$ cat config.mk
export PLATFORM = sky130hd
export DESIGN_NAME = histogram_peak_finder
export DESIGN_NICKNAME = d
export VERILOG_FILES = /design/src/rtl/core/hpf_pkg.sv /design/src/rtl/core/hpf_front.sv /design/src/rtl/core/hpf_queue.sv /design/src/rtl/core/hpf_back.sv /design/src/rtl/core/histogram_peak_finder.sv
export SDC_FILE = /design/constraint.sdc
export NUM_CORES = 2
export LEC_CHECK = 0
export BUFFER_PORTS_ARGS = -buffer_cell sky130_fd_sc_hd__buf_2
export CAP_MARGIN = 10
export CORE_MARGIN = 2
export CORE_UTILIZATION = 50
export CTS_CLUSTER_DIAMETER = 200
export DETAILED_ROUTE_END_ITERATION = 10
export PLACE_DENSITY = 0.69
export SLEW_MARGIN = 20
export SYNTH_ARGS = -nofsm -noshare
export SYNTH_HDL_FRONTEND = slang
export SYNTH_SLANG_ARGS = --single-unit
$ cat constraint.sdc
create_clock -name clk -period 13.45 [get_ports clk]
set_clock_uncertainty 0.2 [all_clocks]
set_input_delay 2.69 -clock clk [delete_from_list [all_inputs] [get_ports clk]]
set_output_delay 2.69 -clock clk [all_outputs]
set_load 0.02 [all_outputs]
$ cat src/rtl/core/hpf_pkg.sv
// shared constants and types for the histogram peak finder
package hpf_pkg;

  localparam int MAX_BINS   = 1024;
  localparam int MAX_PEAKS  = 16;

  localparam int BIN_W      = 16;
  localparam int COUNT_W    = 11;
  localparam int INDEX_W    = 10;
  localparam int WIDTH_W    = 8;
  localparam int PEAK_SEL_W = (MAX_PEAKS > 1) ? $clog2(MAX_PEAKS) : 1;
  localparam int HELD_W     = $clog2(MAX_PEAKS + 1);

  // reciprocal of the width divisor, 16 fraction bits, exact for counts up to MAX_BINS
  localparam int RECIP_FRAC_W = 16;
  localparam int RECIP_5      = 13108;
  localparam int RECIP_W      = 15;
  localparam int PROD_W       = COUNT_W + RECIP_W;

  localparam int QUEUE_DEPTH = 4;
  localparam int QPTR_W      = $clog2(QUEUE_DEPTH);
  localparam int QCNT_W      = $clog2(QUEUE_DEPTH + 1);

  localparam int CFG_IDX_W  = 1;
  localparam int CFG_DATA_W = 16;

  localparam logic [CFG_IDX_W-1:0] REG_BIN_COUNT = 1'd0;
  localparam logic [CFG_IDX_W-1:0] REG_THRESHOLD = 1'd1;

  localparam logic [COUNT_W-1:0] BIN_COUNT_RESET = 11'd256;

  // one queue word: an optional peak candidate and an optional end of histogram
  typedef struct packed {
    logic                     cand;
    logic                     hist_end;
    logic [INDEX_W-1:0]       idx;
    logic signed [BIN_W-1:0]  height;
    logic [WIDTH_W-1:0]       width;
  } hpf_entry_t;

endpackage

$ cat src/rtl/core/hpf_front.sv
// front part: config registers, bin flooring, peak test and end-of-histogram detect
module hpf_front
  import hpf_pkg::*;
(
  input  logic                    clk,
  input  logic                    rst_n,
  input  logic                    in_valid,
  output logic                    in_stall,
  input  logic signed [BIN_W-1:0] in_bin_value,
  input  logic                    cfg_valid,
  input  logic                    cfg_ready,
  input  logic [CFG_IDX_W-1:0]    cfg_index,
  input  logic [CFG_DATA_W-1:0]   cfg_data,
  input  logic                    q_full,
  output logic                    q_push,
  output hpf_entry_t              q_entry
);

  logic [COUNT_W-1:0]      bin_count_r, bin_count_nxt;
  logic signed [BIN_W-1:0] threshold_r, threshold_nxt;
  logic signed [BIN_W-1:0] older_r, older_nxt;
  logic signed [BIN_W-1:0] middle_r, middle_nxt;
  logic [INDEX_W-1:0]      pos_r, pos_nxt;

  logic                    accept;
  logic signed [BIN_W-1:0] floored;
  logic [COUNT_W-1:0]      count_eff;
  logic [PROD_W-1:0]       width_prod;
  logic                    is_peak;
  logic                    is_end;

  assign in_stall = q_full;
  assign accept   = in_valid && !in_stall;

  always_comb begin
    floored = (in_bin_value < threshold_r) ? threshold_r : in_bin_value;

    if (bin_count_r == '0) begin
      count_eff = COUNT_W'(1);
    end else if (bin_count_r > COUNT_W'(MAX_BINS)) begin
      count_eff = COUNT_W'(MAX_BINS);
    end else begin
      count_eff = bin_count_r;
    end

    // count / 5 by reciprocal
    width_prod = PROD_W'(count_eff) * PROD_W'(RECIP_5);

    is_peak = (pos_r >= INDEX_W'(2)) &&
              (((middle_r >= older_r) && (middle_r > floored)) ||
               ((middle_r > older_r) && (middle_r >= floored)));
    is_end  = ({1'b0, pos_r} + COUNT_W'(1)) >= count_eff;

    q_push           = accept && (is_peak || is_end);
    q_entry.cand     = is_peak;
    q_entry.hist_end = is_end;
    q_entry.idx      = pos_r - INDEX_W'(1);
    q_entry.height   = middle_r;
    q_entry.width    = width_prod[RECIP_FRAC_W +: WIDTH_W];
  end

  always_comb begin
    bin_count_nxt = bin_count_r;
    threshold_nxt = threshold_r;
    older_nxt     = older_r;
    middle_nxt    = middle_r;
    pos_nxt       = pos_r;
    if (cfg_valid && cfg_ready) begin
      case (cfg_index)
        REG_BIN_COUNT: bin_count_nxt = cfg_data[COUNT_W-1:0];
        REG_THRESHOLD: threshold_nxt = $signed(cfg_data[BIN_W-1:0]);
        default: ;
      endcase
    end
    if (accept) begin
      if (is_end) begin
        pos_nxt    = '0;
        older_nxt  = '0;
        middle_nxt = '0;
      end else begin
        pos_nxt    = pos_r + INDEX_W'(1);
        older_nxt  = middle_r;
        middle_nxt = floored;
      end
    end
  end

  always_ff @(posedge clk) begin
    if (!rst_n) begin
      bin_count_r <= BIN_COUNT_RESET;
      threshold_r <= '0;
      older_r     <= '0;
      middle_r    <= '0;
      pos_r       <= '0;
    end else begin
      bin_count_r <= bin_count_nxt;
      threshold_r <= threshold_nxt;
      older_r     <= older_nxt;
      middle_r    <= middle_nxt;
      pos_r       <= pos_nxt;
    end
  end

endmodule

$ cat src/rtl/core/hpf_queue.sv
// short fifo of classified words between front and back
module hpf_queue
  import hpf_pkg::*;
(
  input  logic       clk,
  input  logic       rst_n,
  input  logic       push,
  input  hpf_entry_t push_entry,
  input  logic       pop,
  output logic       full,
  output logic       empty,
  output hpf_entry_t head
);

  hpf_entry_t        mem_r [QUEUE_DEPTH];
  logic [QPTR_W-1:0] wr_ptr_r, wr_ptr_nxt;
  logic [QPTR_W-1:0] rd_ptr_r, rd_ptr_nxt;
  logic [QCNT_W-1:0] cnt_r, cnt_nxt;
  logic              do_push, do_pop;

  assign full    = (cnt_r == QCNT_W'(QUEUE_DEPTH));
  assign empty   = (cnt_r == '0);
  assign head    = mem_r[rd_ptr_r];
  assign do_push = push && !full;
  assign do_pop  = pop && !empty;

  always_comb begin
    wr_ptr_nxt = do_push ? wr_ptr_r + QPTR_W'(1) : wr_ptr_r;
    rd_ptr_nxt = do_pop ? rd_ptr_r + QPTR_W'(1) : rd_ptr_r;
    cnt_nxt    = cnt_r;
    if (do_push && !do_pop) begin
      cnt_nxt = cnt_r + QCNT_W'(1);
    end else if (do_pop && !do_push) begin
      cnt_nxt = cnt_r - QCNT_W'(1);
    end
  end

  always_ff @(posedge clk) begin
    if (do_push) begin
      mem_r[wr_ptr_r] <= push_entry;
    end
  end

  always_ff @(posedge clk) begin
    if (!rst_n) begin
      wr_ptr_r <= '0;
      rd_ptr_r <= '0;
      cnt_r    <= '0;
    end else begin
      wr_ptr_r <= wr_ptr_nxt;
      rd_ptr_r <= rd_ptr_nxt;
      cnt_r    <= cnt_nxt;
    end
  end

endmodule

$ cat src/rtl/core/hpf_back.sv
// back part: peak list with parallel distance checks and result emission
module hpf_back
  import hpf_pkg::*;
(
  input  logic               clk,
  input  logic               rst_n,
  input  logic               q_empty,
  input  hpf_entry_t         q_head,
  output logic               q_pop,
  output logic               out_valid,
  input  logic               out_stall,
  output logic [INDEX_W-1:0] out_peak_index,
  output logic               out_peak_found,
  output logic               out_last_peak
);

  typedef enum logic {ST_RUN, ST_EMIT} state_t;

  state_t                  state_r, state_nxt;
  logic [INDEX_W-1:0]      ppos_r [MAX_PEAKS];
  logic signed [BIN_W-1:0] phgt_r [MAX_PEAKS];
  logic [HELD_W-1:0]       held_r, held_nxt;
  logic [PEAK_SEL_W-1:0]   emit_r, emit_nxt;
  logic                    out_valid_r, out_valid_nxt;
  logic [INDEX_W-1:0]      out_index_r, out_index_nxt;
  logic                    out_found_r, out_found_nxt;
  logic                    out_last_r, out_last_nxt;

  logic [MAX_PEAKS-1:0]    close_v;
  logic [MAX_PEAKS-1:0]    higher_v;
  logic [INDEX_W-1:0]      gap_v [MAX_PEAKS];
  logic                    any_close;
  logic [PEAK_SEL_W-1:0]   first_sel;
  logic                    wr_en;
  logic [PEAK_SEL_W-1:0]   wr_sel;
  logic                    slot_free;
  logic                    emit_last;

  assign out_valid      = out_valid_r;
  assign out_peak_index = out_index_r;
  assign out_peak_found = out_found_r;
  assign out_last_peak  = out_last_r;

  assign slot_free = !out_valid_r || !out_stall;
  assign q_pop     = (state_r == ST_RUN) && !q_empty;
  assign emit_last = (HELD_W'(emit_r) + HELD_W'(1)) == held_r;

  // distance against every held peak side by side
  always_comb begin
    for (int j = 0; j < MAX_PEAKS; j++) begin
      gap_v[j]    = (q_head.idx > ppos_r[j]) ? q_head.idx - ppos_r[j]
                                             : ppos_r[j] - q_head.idx;
      close_v[j]  = (HELD_W'(j) < held_r) && (gap_v[j] < INDEX_W'(q_head.width));
      higher_v[j] = q_head.height > phgt_r[j];
    end
    any_close = |close_v;
    first_sel = '0;
    for (int j = MAX_PEAKS - 1; j >= 0; j--) begin
      if (close_v[j]) begin
        first_sel = PEAK_SEL_W'(j);
      end
    end
  end

  always_comb begin
    state_nxt     = state_r;
    held_nxt      = held_r;
    emit_nxt      = emit_r;
    out_valid_nxt = out_valid_r;
    out_index_nxt = out_index_r;
    out_found_nxt = out_found_r;
    out_last_nxt  = out_last_r;
    wr_en         = 1'b0;
    wr_sel        = first_sel;

    if (out_valid_r && !out_stall) begin
      out_valid_nxt = 1'b0;
    end

    case (state_r)
      ST_RUN: begin
        if (!q_empty) begin
          if (q_head.cand) begin
            if (any_close) begin
              wr_en  = higher_v[first_sel];
              wr_sel = first_sel;
            end else if (held_r < HELD_W'(MAX_PEAKS)) begin
              wr_en    = 1'b1;
              wr_sel   = PEAK_SEL_W'(held_r);
              held_nxt = held_r + HELD_W'(1);
            end
          end
          if (q_head.hist_end) begin
            state_nxt = ST_EMIT;
            emit_nxt  = '0;
          end
        end
      end
      ST_EMIT: begin
        if (slot_free) begin
          out_valid_nxt = 1'b1;
          if (held_r == '0) begin
            // empty list: one not-found word
            out_index_nxt = '0;
            out_found_nxt = 1'b0;
            out_last_nxt  = 1'b1;
            state_nxt     = ST_RUN;
          end else begin
            out_index_nxt = ppos_r[emit_r];
            out_found_nxt = 1'b1;
            out_last_nxt  = emit_last;
            emit_nxt      = emit_r + PEAK_SEL_W'(1);
            if (emit_last) begin
              held_nxt  = '0;
              state_nxt = ST_RUN;
            end
          end
        end
      end
      default: state_nxt = ST_RUN;
    endcase
  end

  always_ff @(posedge clk) begin
    if (wr_en) begin
      ppos_r[wr_sel] <= q_head.idx;
      phgt_r[wr_sel] <= q_head.height;
    end
  end

  always_ff @(posedge clk) begin
    if (!rst_n) begin
      state_r     <= ST_RUN;
      held_r      <= '0;
      emit_r      <= '0;
      out_valid_r <= 1'b0;
      out_index_r <= '0;
      out_found_r <= 1'b0;
      out_last_r  <= 1'b0;
    end else begin
      state_r     <= state_nxt;
      held_r      <= held_nxt;
      emit_r      <= emit_nxt;
      out_valid_r <= out_valid_nxt;
      out_index_r <= out_index_nxt;
      out_found_r <= out_found_nxt;
      out_last_r  <= out_last_nxt;
    end
  end

endmodule

$ cat src/rtl/core/histogram_peak_finder.sv
// top level of the histogram peak finder
//
// in_ channel: one histogram bin word per accepted cycle, bins in index order.
// cfg_ channel: register 0 is the bin count, register 1 the signed floor;
// cfg_ready is always high; the user must write only while the block is idle (unchecked).
// out_ channel: after the final bin of a histogram the block sends the held
// peak positions in list order, one word per cycle while out_stall is low,
// with out_last_peak on the last; a histogram without peaks gives one word
// with out_peak_found low. Throughput: one bin per cycle while in_stall is low.
// Bins that carry a peak candidate or end a histogram go through a four-word
// queue to the peak list, which takes one word per cycle while not emitting.
// The final bin's word passes the queue, then the list's move to emission,
// then the output register; during emission the list does not take queue
// words, so in_stall rises once the queue fills during emission.
// A stalled out_ word holds; emission waits on it.
// Reset (synchronous, rst_n low) restores bin count 256, floor 0, and clears
// the bin position, the neighbor bins, the queue and the peak list.
module histogram_peak_finder
  import hpf_pkg::*;
(
  input  logic                    clk,
  input  logic                    rst_n,
  input  logic                    in_valid,
  output logic                    in_stall,
  input  logic signed [BIN_W-1:0] in_bin_value,
  input  logic                    cfg_valid,
  output logic                    cfg_ready,
  input  logic [CFG_IDX_W-1:0]    cfg_index,
  input  logic [CFG_DATA_W-1:0]   cfg_data,
  output logic                    out_valid,
  input  logic                    out_stall,
  output logic [INDEX_W-1:0]      out_peak_index,
  output logic                    out_peak_found,
  output logic                    out_last_peak
);

  logic       q_full, q_empty, q_push, q_pop;
  hpf_entry_t q_entry, q_head;

  assign cfg_ready = 1'b1;

  hpf_front u_front (
    .clk          (clk),
    .rst_n        (rst_n),
    .in_valid     (in_valid),
    .in_stall     (in_stall),
    .in_bin_value (in_bin_value),
    .cfg_valid    (cfg_valid),
    .cfg_ready    (cfg_ready),
    .cfg_index    (cfg_index),
    .cfg_data     (cfg_data),
    .q_full       (q_full),
    .q_push       (q_push),
    .q_entry      (q_entry)
  );

  hpf_queue u_queue (
    .clk        (clk),
    .rst_n      (rst_n),
    .push       (q_push),
    .push_entry (q_entry),
    .pop        (q_pop),
    .full       (q_full),
    .empty      (q_empty),
    .head       (q_head)
  );

  hpf_back u_back (
    .clk            (clk),
    .rst_n          (rst_n),
    .q_empty        (q_empty),
    .q_head         (q_head),
    .q_pop          (q_pop),
    .out_valid      (out_valid),
    .out_stall      (out_stall),
    .out_peak_index (out_peak_index),
    .out_peak_found (out_peak_found),
    .out_last_peak  (out_last_peak)
  );

  // a word is never pushed into a full queue
  assert property (@(posedge clk) disable iff (!rst_n) !(q_push && q_full))
    else $error("queue overflow");

  // a not-found word ends its histogram and carries index zero
  assert property (@(posedge clk) disable iff (!rst_n)
    (out_valid && !out_peak_found) |-> (out_last_peak && out_peak_index == '0))
    else $error("bad not-found word");

  // the queue is not drained while results are being emitted
  assert property (@(posedge clk) disable iff (!rst_n)
    (out_valid && !out_last_peak) |-> !q_pop)
    else $error("queue popped during emission");

endmodule

==> metrics.log <==
INFO  metric status = finished, final reports clean
INFO  metric final_period_minus_worst_setup_slack = 10.28 ns
INFO  metric grt_setup_unrepaired = false
INFO  metric worstSetupStartpointType = flip-flop
INFO  metric fp.dieH = 321.3 um
INFO  metric mostFrequentLayoutCell = ha_1
INFO  metric setup.worst_path.end_class = flip-flop
INFO  metric setup_slack_on_the_worst_flop_to_flop_path = 3.17 ns
INFO  metric capturing_point_of_the_worst_reg2reg_path = u_back.phgt_r[6][15]
INFO  metric layout_worst_path_cycle_share = 0.7641
INFO  metric worst_slack = 3.173 ns
INFO  metric drc = 0
INFO  metric worst_ep_required_time = 13.57 ns
INFO  metric synth_top_area_cell = edfxtp_1
INFO  metric maxSlewHeadroom = 0.1823
INFO  metric fmaxAchievable = 97.30 MHz
INFO  metric cts.path.max_buffers = 3
INFO  metric synthToLayoutAreaGrowth = 8.637%
INFO  metric hp-start = u_front.older_r[10]
INFO  metric final_design_area_no_fill = 54,670 um^2
INFO  metric power.density = 203.2 nW/um^2
INFO  metric tritoncts_clock_tree = yes
INFO  metric final_layout_size_suffix_gt1_frac = 0.07986
INFO  metric placedCellCount = 6,112
INFO  metric worst-path-max-fanout = 33
INFO  metric synth-async-reset-ratio = 0
INFO  metric cts-buffers-inserted = 72
INFO  metric vias = 37,790
INFO  metric first_pass_iters = 7
INFO  metric max_slew.worst_pin.slew = 1.209 ns
INFO  metric postCtsResizedCells = 0
INFO  metric place_ws = 3.173 ns
INFO  metric mappedNetlistArea = 50,330 um^2
INFO  metric ys_ff_latch = 665
INFO  metric io_pins = 53
INFO  metric postSynthCellCount = 4,827
INFO  metric totalPowerFinal = 11.11 mW
INFO  metric routed_wire_length_per_instance = 22.30 um
INFO  metric final_max_slew_viol_count = 0
INFO  metric initial_core_util = 0.5033
INFO  metric via_count_of_the_first_global_routing_pass = 36,320
INFO  metric report.final.hold_viol_count = 0
INFO  metric final_cell_count_no_fill = 6,245
INFO  metric htreeDepth = 3
INFO  metric worst_path_max_delay_cell = a21oi_2
INFO  metric worstPathArrival = 10.40 ns
INFO  metric post-synth-top-area-fraction = 0.3341
INFO  metric ctsRootBufferMaster = clkbuf_16
INFO  metric iteration_0_drc_markers = 3,573
INFO  metric grt_first_pass_wirelength = 212.8 mm
INFO  metric leakagePower = 23.49 nW
INFO  metric clk_pin_slew = 0.06 ns
INFO  metric ys_top_cells_by_area = edfxtp_1 33%, ha_1 20%, inv_1 4.6%, dfxtp_1 4.2%, mux4_2 3.4%
INFO  metric timing_worst_setup_path_type = flip-flop to flip-flop
INFO  metric postSynth.topFlopCell = edfxtp_1
INFO  metric gp_routability_congestion = 0.9772
INFO  metric hold_slack = 0.2603 ns
INFO  metric total_of_warnings_raised_by_yosys = 0
INFO  metric worst_skew_pair.late_latency = 0.65 ns
INFO  metric grt_max_degree = 73
INFO  metric floorplan.core_area = 100,000 um^2
INFO  metric most-common-layout-cells = 803 x ha_1, 618 x inv_1, 560 x edfxtp_1, 309 x a21oi_1, 243 x nand2_1
INFO  metric hp-class = flip-flop to flip-flop
INFO  metric destination_of_the_worst_hold_path = u_front.older_r[10]
INFO  metric layout.core_utilization = 0.5467
INFO  metric number_of_nets_with_antenna_violations_after_detailed_routing = 0
INFO  metric total_length_of_routed_wires = 139.3 mm
INFO  metric number_of_library_cell_types_mapped_by_synthesis = 89
INFO  metric grt_util_all_layers = 0.2671
INFO  metric clock-sinks = 665
INFO  metric portBuffers = 51
INFO  metric floorplan.die_area = 103,200 um^2
INFO  metric hold_path_depth = 2
INFO  metric detailed_place.area = 52,340 um^2
INFO  metric grt.overflow.total = 0
INFO  metric finish.net_count = 5,793
INFO  metric antenna_found_initial = 2
INFO  metric core.rowCount = 116
INFO  metric holdBufCountCts = 0
INFO  metric timing.final.setup_violations = 0
INFO  metric peakVddDrop = 0.1171 mV
INFO  metric synth_seq_area_share = 0.3759
INFO  metric synthesis.area_per_instance = 10.43 um^2
INFO  metric post_cts.repair.setup_buffers = 0
INFO  metric cpMostUsedCell = buf_4
INFO  metric detailed_place_hpwl = 98.40 mm
INFO  metric die-width = 321.3 um
INFO  metric slowest_delay = 0.77 ns
INFO  metric ff2ff_path_depth = 32
INFO  metric setup_tns = 0 ns
INFO  metric synth_enable_flop_cells = 560
INFO  metric vias_per_cell = 6.051
INFO  metric cap_violations = 0
-- state kept, by name (all words and copies together), names as in the netlist, named ones only --
name                   cells
u_front.pos_r             10
u_back.out_peak_found      1
u_queue.rd_ptr_r           2
u_back.ppos_r            160
u_front.bin_count_r       11
u_back.held_r              5
u_back.out_valid           1
u_back.phgt_r            256
u_back.out_peak_index     10
u_front.middle_r          16
u_queue.mem_r            144
u_back.state_r             1
u_back.emit_r              4
u_front.threshold_r       16
u_queue.cnt_r              3
u_front.older_r           16
u_back.out_last_peak       1
u_queue.wr_ptr_r           2
-- cells by family after synthesis --
group,count (synthesis),synth area share
xor+xnor,144,0.02506
flops,665,0.3759
other cells,1,0.00007451
compound gates,1213,0.1596
simple gates,985,0.1005
buf+inv,768,0.05758
fa+ha+maj,867,0.2251
mux,184,0.05621
-- routing by layer --
layer	vias to the layer above	GRT usage	part of all wire
met3	272	0.03274	0.071
li1	17840	-	-
met4	0	0.1033	0.042
met1	18270	0.3657	0.43
met5	-	0	0
met2	1412	0.4330	0.45
-- critical path, delay by kind of cell, from the launching register on --
kind,cells,cell delay [ns]
xor+xnor,1,0.11
simple gates,6,1.76
buf+inv,7,1.97
fa+ha+maj,3,0.81
flops,1,0.52
mux,2,0.77
compound gates,13,3.75
-- worst max-delay path by stage --
stage                            to       from  depth (start not counted)
5_1_grt        u_back.phgt_r[6][14]  flip-flop                         32
3_3_place_gp    u_back.phgt_r[6][2]  flip-flop                         32
4_1_cts        u_back.phgt_r[6][11]  flip-flop                         32
6_report       u_back.phgt_r[6][15]  flip-flop                         32
2_1_floorplan  u_back.phgt_r[10][0]  flip-flop                         25
3_5_place_dp    u_back.phgt_r[6][9]  flip-flop                         32
-- synth_stat cells (14+ instances only) --
library cell    n
inv_1         621
a221oi_1       28
nor4_1         26
a21boi_0       60
nand2_1       243
and2_1         29
o21bai_1       17
mux4_2         76
a21o_1        146
o21a_1         86
clkbuf_1      133
o21ai_0       231
o2111ai_1      15
o211ai_1       23
a31oi_1        29
a2111oi_0      15
xor2_1         62
and4_1         15
ha_1          803
a211oi_1       99
fa_1           64
a221o_1        20
o31ai_1        14
nand3_1       110
o22ai_1        14
nand4_1        95
nand2b_1       49
xnor2_1        82
edfxtp_1      560
nor3_1         56
dfxtp_1       105
mux2i_1        79
a21oi_1       313
and3_1         32
nor2_1        167
nand3b_1       23
mux2_2         29
nor2b_1       100
-- report_power, final --
group          internal [mW]  switching [mW]
registers               2.54          0.0803
logic                   2.53            4.01
clock network           1.10           0.859
total                   6.17            4.95
-- area by class of cell --
| cell class | count | area [um^2] |
|---|---|---|
| Clock buffer | 94 | 1957 |
| Timing Repair Buffer | 132 | 863.3 |
| Clock inverter | 38 | 376.6 |
| Inverter | 622 | 2335 |
| Sequential cell | 665 | 18920 |
| Tap cell | 1298 | 1624 |
| Multi-Input combinational cell | 3395 | 28600 |
| Antenna cell | 1 | 2.502 |
| Fill cell | 8545 | 45330 |
No activity file was read; power rests on OpenSTA's default activity.
